### config.mk
export PLATFORM = sky130hd
export DESIGN_NAME = mpvp_ctrl
export DESIGN_NICKNAME = d
export VERILOG_FILES = /design/src/design/mpvp_pkg.sv /design/src/design/mpvp_ctrl.sv
export SDC_FILE = /design/constraint.sdc
export NUM_CORES = 1
export LEC_CHECK = 0
export BUFFER_PORTS_ARGS = -buffer_cell sky130_fd_sc_hd__buf_2
export CELL_PAD_IN_SITES_DETAIL_PLACEMENT = 1
export CELL_PAD_IN_SITES_GLOBAL_PLACEMENT = 1
export CORE_MARGIN = 2
export CORE_UTILIZATION = 30
export CTS_CLUSTER_DIAMETER = 80
export DETAILED_ROUTE_END_ITERATION = 8
export GPL_TIMING_DRIVEN = 0
export PLACE_DENSITY = 0.69
export SYNTH_ARGS = -nofsm -noshare
export SYNTH_HDL_FRONTEND = slang
export SYNTH_SLANG_ARGS = --single-unit
### constraint.sdc
create_clock -name clk -period 2.8 [get_ports clk]
set_clock_uncertainty 0.05 [all_clocks]
set_input_delay 0.56 -clock clk [delete_from_list [all_inputs] [get_ports clk]]
set_output_delay 0.56 -clock clk [all_outputs]
set_load 0.005 [all_outputs]
### src/design/mpvp_pkg.sv
package mpvp_pkg;

  localparam int MAX_DIM_DEF = 32;
  localparam int FRAC_BITS_DEF = 16;

  typedef enum logic [1:0] {
    OP_MAT   = 2'd0,
    OP_VEC   = 2'd1,
    OP_START = 2'd2,
    OP_NONE  = 2'd3
  } op_t;

  // Matrix-multiply source/destination selection for the datapath.
  typedef enum logic [1:0] {
    MM_ACC_POW = 2'd0,  // acc = acc * pow
    MM_POW_POW = 2'd1,  // pow = pow * pow
    MM_ACC_VEC = 2'd2,  // out = acc * v
    MM_INIT    = 2'd3   // pow = base, acc = identity
  } mm_sel_t;

  typedef struct packed {
    logic    go;
    mm_sel_t sel;
  } mpvp_cmd_t;

  typedef struct packed {
    logic done;
  } mpvp_sts_t;

endpackage

### src/design/mpvp_ctrl.sv
module mpvp_ctrl (
  input  logic                clk,
  input  logic                rst_n,
  input  logic                start,
  input  logic [31:0]         exponent,
  input  mpvp_pkg::mpvp_sts_t sts,
  output mpvp_pkg::mpvp_cmd_t cmd,
  output logic                busy
);
  import mpvp_pkg::*;

  typedef enum logic [4:0] {
    S_IDLE = 5'b00001,
    S_INIT = 5'b00010,
    S_MUL  = 5'b00100,
    S_SQR  = 5'b01000,
    S_OUT  = 5'b10000
  } state_t;

  state_t      state_r, state_nxt;
  logic [31:0] exp_r, exp_nxt;
  logic        wait_r, wait_nxt;

  always_comb begin
    state_nxt = state_r;
    exp_nxt   = exp_r;
    wait_nxt  = wait_r;
    cmd.go    = 1'b0;
    cmd.sel   = MM_INIT;
    case (state_r)
      S_IDLE: begin
        if (start) begin
          exp_nxt   = exponent;
          state_nxt = S_INIT;
          wait_nxt  = 1'b0;
        end
      end
      S_INIT: begin
        cmd.sel = MM_INIT;
        if (!wait_r) begin
          cmd.go = 1'b1;
          wait_nxt = 1'b1;
        end else if (sts.done) begin
          wait_nxt = 1'b0;
          state_nxt = (exp_r == '0) ? S_OUT : (exp_r[0] ? S_MUL : S_SQR);
        end
      end
      S_MUL: begin
        cmd.sel = MM_ACC_POW;
        if (!wait_r) begin
          cmd.go = 1'b1;
          wait_nxt = 1'b1;
        end else if (sts.done) begin
          wait_nxt = 1'b0;
          state_nxt = (exp_r[31:1] == '0) ? S_OUT : S_SQR;
        end
      end
      S_SQR: begin
        cmd.sel = MM_POW_POW;
        if (!wait_r) begin
          cmd.go = 1'b1;
          wait_nxt = 1'b1;
        end else if (sts.done) begin
          wait_nxt = 1'b0;
          exp_nxt = {1'b0, exp_r[31:1]};
          state_nxt = exp_r[1] ? S_MUL : S_SQR;
        end
      end
      S_OUT: begin
        cmd.sel = MM_ACC_VEC;
        if (!wait_r) begin
          cmd.go = 1'b1;
          wait_nxt = 1'b1;
        end else if (sts.done) begin
          wait_nxt = 1'b0;
          state_nxt = S_IDLE;
        end
      end
      default: state_nxt = S_IDLE;
    endcase
  end

  assign busy = (state_r != S_IDLE);

  always_ff @(posedge clk) begin
    if (!rst_n) begin
      state_r <= S_IDLE;
      exp_r   <= '0;
      wait_r  <= 1'b0;
    end else begin
      state_r <= state_nxt;
      exp_r   <= exp_nxt;
      wait_r  <= wait_nxt;
    end
  end
endmodule

==> metrics.md, run 1 <==
| Metric | Value |
|---|---|
| Initial antenna violation count | `0` |
| HPWL after detailed placement | `~3900 um` |
| Fin. Hold Viols | `0` |
| Synth Area in Compound Gates | `0.2537` |
| Mean routed wirelength per cell | `roughly 15 um` |
| Status | `finished, final reports clean` |
| Vias | `around 1700` |
| R2R setup slack | `roughly 1.1 ns` |
| Design Power | `between 0.0015 and 0.002 W` |
| Peak supply drop | `~160 uV` |
| CTS Root Cell | `clkbuf_8` |
| Mapped Avg Cell Area | `just under 10 um2` |
| Post-Syn Nets | `between 200 and 300` |
| CP required | `about 2.2 ns` |
| Adder-cell share of the synthesized area | `0` |
| Sw frac | `0.3302` |
| H-tree depth | `2` |
| Yosys cell types | `39` |
| Layout cells sized above 1 | `0.3563` |
| Clk pin slew, worst setup/hold paths | `approximately 0.070 ns` |
| Post-Synth XOR/XNOR Area | `0.01245` |
| Antenna Cells | `0` |
| Worst skew pair latency | `0.29 ns` |
| Worst-margin pin slew | `0.7580 ns` |
| CTS tree | `done` |
| Worst path buffer plus inverter count | `2` |
| Seq pwr share | `0.461` |
| Crit-path max FO | `10` |
| Starting DRT DRC Count | `just over 60` |
| Site Rows | `30` |
| Hold WC Path Type | `in2reg` |
| Final Cycle Share | `0.8148` |
| P_leak | `1.142 nW` |
| Final wirelength | `just over 5000 um` |
| Post-layout util | `0.3692` |
| Number of flops mapped to enable cells by yosys | `0` |
| Critical path class | `reg2out` |
| ANT nets after route | `0` |
| Non-Filler Instances | `between 300 and 400` |
| Max-slew violations | `0` |
| Post-synth top cells | `dfxtp_1, nor2_1, mux2i_1` |
| Post-CTS setup buffer count | `0` |
| Total Nets Final | `298` |
| TNS Setup | `0 ns` |
| Largest net degree at the start of global routing | `11` |
| Cells on Worst Hold Path | `2` |
| Total internal power | `0.001005 W` |
| RSZ-0062 raised after global routing | `false` |
| Longest Clk Path Bufs | `2` |
| Highest clock rate | `approximately 440 MHz` |
| Worst-path cell chain | `buf_4 -> nor4b_1 -> a221o_1 -> nor3b_1 -> buf_2` |
| Largest family of logic cells by synthesized area | `compound AO/OA/AOI/OAI gates` |
| Worst EP arrival | `1.67 ns` |
| Yosys top cell by area | `dfxtp_1` |
| Max Cap Viol | `0` |
| Via density | `between 4 and 5` |
| Port Buffer Count | `39` |
| Combinational Power Share | `0.287` |
| Setup-failing EPs final | `0` |
| CTS Sinks | `38` |
| Slowest-stage cell, CP | `dfxtp_1` |
| Post-CTS sizing | `0` |
| Post-Syn Area | `between 2000 and 2500 um2` |
| I/O pin total | `40` |
| TritonCTS Buffers | `5` |
| Hold Path Sink | `state_r[0]$_SDFFE_PN1P_` |
| Ys flop type | `dfxtp_1` |
| Number of global-route vias before repair | `roughly 1800` |
| Inst Count DP | `351` |
| # hold bufs at CTS | `0` |
| R2R Path Start | `state_r[1]$_SDFFE_PN0P_` |
| Min cycle time layout | `around 2.3 ns` |
| Gr usage total | `0.1397` |
| Slew margin rel. | `0.4947` |
| Psw | `between 0.0004 and 0.0005 W` |
| Synth Area in Simple Gates | `0.1654` |
| Syn-to-layout area delta | `18.85%` |
| Hold Crit Start | `rst_n` |
| First-pass GRT wire length | `about 8500 um` |
| Top-area cell type share of the netlist area | `0.3604` |
| R2r worst-path depth | `6` |
| CP Launch Type | `flop` |
| Register area share after synthesis | `0.3604` |
| Clk network pwr share | `0.252` |
| Starting Density | `0.3107` |
| Most common cell in the synthesized netlist | `dfxtp_1` |
| Multiplexer share of the synthesized area | `0.1423` |
| Post-Synthesis Cells | `about 220` |
| Critical path capture point type | `output pin` |
| Die X | `87.88 um` |
| Congestion Overflow GR | `0` |
| Crit path max-delay family | `simple AND/OR/NAND/NOR gates` |
| Core Region | `slightly below 7000 um2` |
| Critical R2R Capture | `exp_r[27]$_SDFFE_PN0P_` |
| Die height | `approximately 90 um` |
| Iteration count of the initial detailed-routing pass | `3` |
| CP peak stage delay | `approximately 0.33 ns` |
| Detailed-route DRC error count | `0` |
| Die ar. | `about 7700 um2` |
| Synth warn | `0` |
| Post-synth ARST share | `0` |
| Register bit total from synthesis | `38` |
| Largest cells by area after synthesis | `dfxtp_1, a211oi_2, mux2i_1, nor2_1, buf_4` |
| Worst hold slack | `~0.45 ns` |
| Routability-driven placement congestion ratio | `0.7551` |
| PD cells | `598.0 nW/um2` |
## layout make-up
cell class / count / area (um2)
buffer: 17 / 120.1
clock buffer: 6 / 82.58
fill: 822 / 4285
inverter: 5 / 18.77
multi-input combinational: 156 / 1211
sequential: 38 / 760.7
tap: 96 / 120.1
timing repair buffer: 39 / 195.2
## cells by family (layout without fill, tap and decap cells)
logic type / after synthesis / after routing
XOR/XNOR: 3 / 3
buffers and inverters: 22 / 67
AND/OR/NAND/NOR: 70 / 70
AO/OA/AOI/OAI: 53 / 53
flip-flops: 38 / 38
multiplexers: 30 / 30
## stage by stage
stage,worst slack (ns),area (um2)
2_1_floorplan,1.050,2111
3_3_place_gp,0.8273,2426
3_5_place_dp,0.8130,2426
4_1_cts,0.4909,2509
5_1_grt,0.4007,2509
6_report,0.5186,2509
## worst max path at each step
stage | endpoint | slack [ns] | start | depth (start not counted)
after floorplan | cmd[2] | 1.05 | state_r[2]$_SDFFE_PN0P_ | 4
after global placement | cmd[2] | 0.83 | state_r[3]$_SDFFE_PN0P_ | 5
after detailed placement | cmd[2] | 0.81 | state_r[3]$_SDFFE_PN0P_ | 5
after CTS | cmd[2] | 0.49 | state_r[2]$_SDFFE_PN0P_ | 5
after global routing | cmd[2] | 0.40 | state_r[3]$_SDFFE_PN0P_ | 5
final | cmd[2] | 0.52 | state_r[2]$_SDFFE_PN0P_ | 5
## registers in the layout, indices dropped and copies added (netlist names)
| name | cells |
|---|---|
| state_r | 5 |
| exp_r | 32 |
| wait_r | 1 |
## cells in the final DEF (no fill, tap or decap), types with 2 or more instances in the layout
master,count
clkbuf_1,4
nand3_2,2
nor2_2,2
nor4_1,7
o211ai_1,2
buf_6,4
xor2_1,2
a21oi_1,6
nand2b_1,3
nand2_1,3
a211oi_2,28
o221ai_1,2
a211oi_1,4
nor2_1,37
clkbuf_8,6
nand3_1,3
nand3b_1,4
o21ai_0,3
buf_2,42
nand4_1,2
buf_4,6
inv_1,4
dfxtp_1,38
nor3_1,2
mux2i_1,30
## worst reg2reg max path, delay by kind of cell (launching register included)
kind,cells,cell delay [ns]
flip-flops,1,0.50
buffers and inverters,2,0.43
AND/OR/NAND/NOR,2,0.25
multiplexers,1,0.25
AO/OA/AOI/OAI,1,0.09
## power groups by stage
| stage | clock, W | sequential, W | combinational [W] |
|---|---|---|---|
| 2_1_floorplan | 0 | 0.000681 | 0.000338 |
| 6_report | 0.000378 | 0.000692 | 0.000431 |
| 4_1_cts | 0.000390 | 0.000691 | 0.000438 |
| 5_1_grt | 0.000402 | 0.000704 | 0.000484 |
| 3_3_place_gp | 0 | 0.000702 | 0.000426 |
| 3_5_place_dp | 0 | 0.000703 | 0.000437 |
## per-layer routing
metal,vias to the layer above,global-route usage,share of wire
li1,886,-,-
met1,831,0.1893,0.50
met2,24,0.2280,0.46
met3,7,0.02451,0.024
met4,0,0.04056,0.013
met5,-,0,0
(Power assumes the default switching activity.)
==> run 2: changes to the inputs <==
- PLACE_DENSITY: 0.69 -> 0.71
- clock period: 2.8 -> 1.95 ns (I/O delays scaled with it)
==> run 2 against run 1 <==
Compared with the run above: the run now ends with setup timing left; final area grew 4.7%; hold slack lost 0.16 ns; total power grew 45%; global-route usage grew 1.2 points; critical path type unchanged; largest cell class unchanged; largest power group unchanged; utilization grew 1.7 points; first-iteration DRC count grew 11%; via count grew 5.9%.
==> metrics.md, run 2 (synthesis gave the netlist of run 1 again) <==
| Metric | Value |
|---|---|
| Status | `finished, violations left` |
| Failing checks | `setup timing` |
| Antenna Cells | `0` |
| Longest Clk Path Bufs | `2` |
| Die ar. | `between 7000 and 8000 um2` |
| Worst-margin pin slew | `0.7125 ns` |
| Seq pwr share | `0.459` |
| I/O pin total | `40` |
| Via density | `around 5.0` |
| Final WS setup | `-0.01662 ns` |
| Routability-driven placement congestion ratio | `0.7821` |
| Port Buffer Count | `39` |
| Slew margin rel. | `0.5250` |
| Critical path class | `reg2out` |
| Slowest-stage cell, CP | `dfxtp_2` |
| Clk network pwr share | `0.240` |
| ANT nets after route | `0` |
| Largest net degree at the start of global routing | `12` |
| Mean routed wirelength per cell | `15.00 um` |
| TritonCTS Buffers | `5` |
| Core Region | `6794 um2` |
| Final Cycle Share | `1.009` |
| PD cells | `826.9 nW/um2` |
| Worst path buffer plus inverter count | `2` |
| Crit-path max FO | `4` |
| Fin. Hold Viols | `0` |
| Site Rows | `30` |
| Die X | `roughly 88 um` |
| Number of global-route vias before repair | `approximately 1900` |
| Max-slew violations | `0` |
| Worst-path cell chain | `buf_6 -> xor2_1 -> a221o_1 -> nor3b_2 -> buf_2` |
| Critical path capture point type | `output pin` |
| Highest clock rate | `between 500 and 600 MHz` |
| P_leak | `around 1.2 nW` |
| Vias | `roughly 1900` |
| Iteration count of the initial detailed-routing pass | `6` |
| Worst EP arrival | `between 1.5 and 2 ns` |
| Filler cell count | `around 800` |
| Area of the multi-input gates | `1230 um2` |
| Psw | `between 0.0007 and 0.0008 W` |
| CTS Sinks | `38` |
| Leading cell type in the layout, fill and taps excluded | `buf_2` |
| Commonest cells after routing, fill and taps aside | `buf_2, nor2_1, dfxtp_1` |
| Min cycle time layout | `around 2.0 ns` |
| Biggest register | `exp_r` |
| Starting DRT DRC Count | `69` |
| TNS Setup | `-0.01662 ns` |
| Hold WC Path Type | `in2reg` |
| Initial antenna violation count | `0` |
| Max Cap Viol | `0` |
| Total internal power | `approximately 0.0014 W` |
| CP Launch Type | `flop` |
| Total Nets Final | `309` |
| CP peak stage delay | `0.33 ns` |
| Detailed-route DRC error count | `0` |
| Clk pin slew, worst setup/hold paths | `0.08 ns` |
| Combinational Power Share | `0.301` |
| Final wirelength | `approximately 5500 um` |
| Register area | `765.7 um2` |
| Gr usage total | `0.1520` |
| Congestion Overflow GR | `0` |
| Crit path max-delay family | `flip-flops` |
| Max reg flops | `32` |
| # hold bufs at CTS | `0` |
| Layout cells sized above 1 | `0.4103` |
| Starting Density | `0.3107` |
| HPWL after detailed placement | `a little under 4000 um` |
| CTS Root Cell | `clkbuf_8` |
| Post-layout util | `0.3867` |
| Largest regs | `exp_r x32, state_r x5, wait_r x1` |
| Sw frac | `0.3402` |
| H-tree depth | `2` |
| RSZ-0062 raised after global routing | `true` |
| Worst skew pair latency | `around 0.29 ns` |
| Peak supply drop | `314.7 uV` |
| CTS tree | `done` |
| Worst hold slack | `0.2893 ns` |
| Die height | `87.88 um` |
| Syn-to-layout area delta | `24.48%` |
| First-pass GRT wire length | `just over 9000 um` |
| CP required | `1.51 ns` |
| Setup-failing EPs final | `1` |
[run 2: cell types whose count changed in the layout (fill, tap and decap cells not counted), sizes merged]
cell and change:
buf +11, clkbuf -1, clkinv +2
[run 2: final cells by class]
cell class | instances | share of cell area
Multi-Input combinational cell | 156 | 0.4681
Sequential cell | 38 | 0.2914
Timing Repair Buffer | 50 | 0.1057
Buffer | 17 | 0.05190
Tap cell | 96 | 0.04571
Clock buffer | 5 | 0.02619
Inverter | 5 | 0.007143
Clock inverter | 2 | 0.003810
[run 2: repair_timing]
item	in CTS	in global routing
endpoints found under the setup margin	1	2
buffers inserted	10	1
resized for setup	13	0
pin swaps	1	0
[run 2: routing by layer]
layer  routed length (um)  GRT usage
met4                   57    0.03776
met3                  132    0.02074
met1                 2648     0.2010
met5                    0          0
met2                 2698     0.2610
[run 2: metrics by stage]
stage / instance area (um2) / setup WS [ns] / cells / total power [W]
after floorplan: 2111 / 0.3703 / 216 / 0.001464
after global placement: 2426 / 0.1396 / 351 / 0.001616
after detailed placement: 2426 / 0.1194 / 351 / 0.001641
after CTS: 2620 / -0.01522 / 368 / 0.002189
after global routing: 2628 / -0.08679 / 369 / 0.002322
final: 2628 / -0.01662 / 369 / 0.002173
[run 2: path summary, 6_finish.rpt]
kind              slack [ns]                      end                    start  cells past startpoint
setup reg to reg        0.25   exp_r[22]$_SDFFE_PN0P_  state_r[2]$_SDFFE_PN0P_                      7
hold / removal          0.29  state_r[0]$_SDFFE_PN1P_                    rst_n                      2
hold reg to reg         0.49   exp_r[28]$_SDFFE_PN0P_   exp_r[28]$_SDFFE_PN0P_                      2
setup / recovery       -0.02                   cmd[2]  state_r[3]$_SDFFE_PN0P_                      5
[run 2: power groups by stage]
stage	combinational, W	sequential, W	clock [W]
detailed placement	0.000630	0.00101	0
global route	0.000728	0.00101	0.000579
floorplan	0.000485	0.000978	0
global placement	0.000610	0.00101	0
CTS	0.000658	0.000996	0.000535
finish	0.000655	0.000997	0.000521
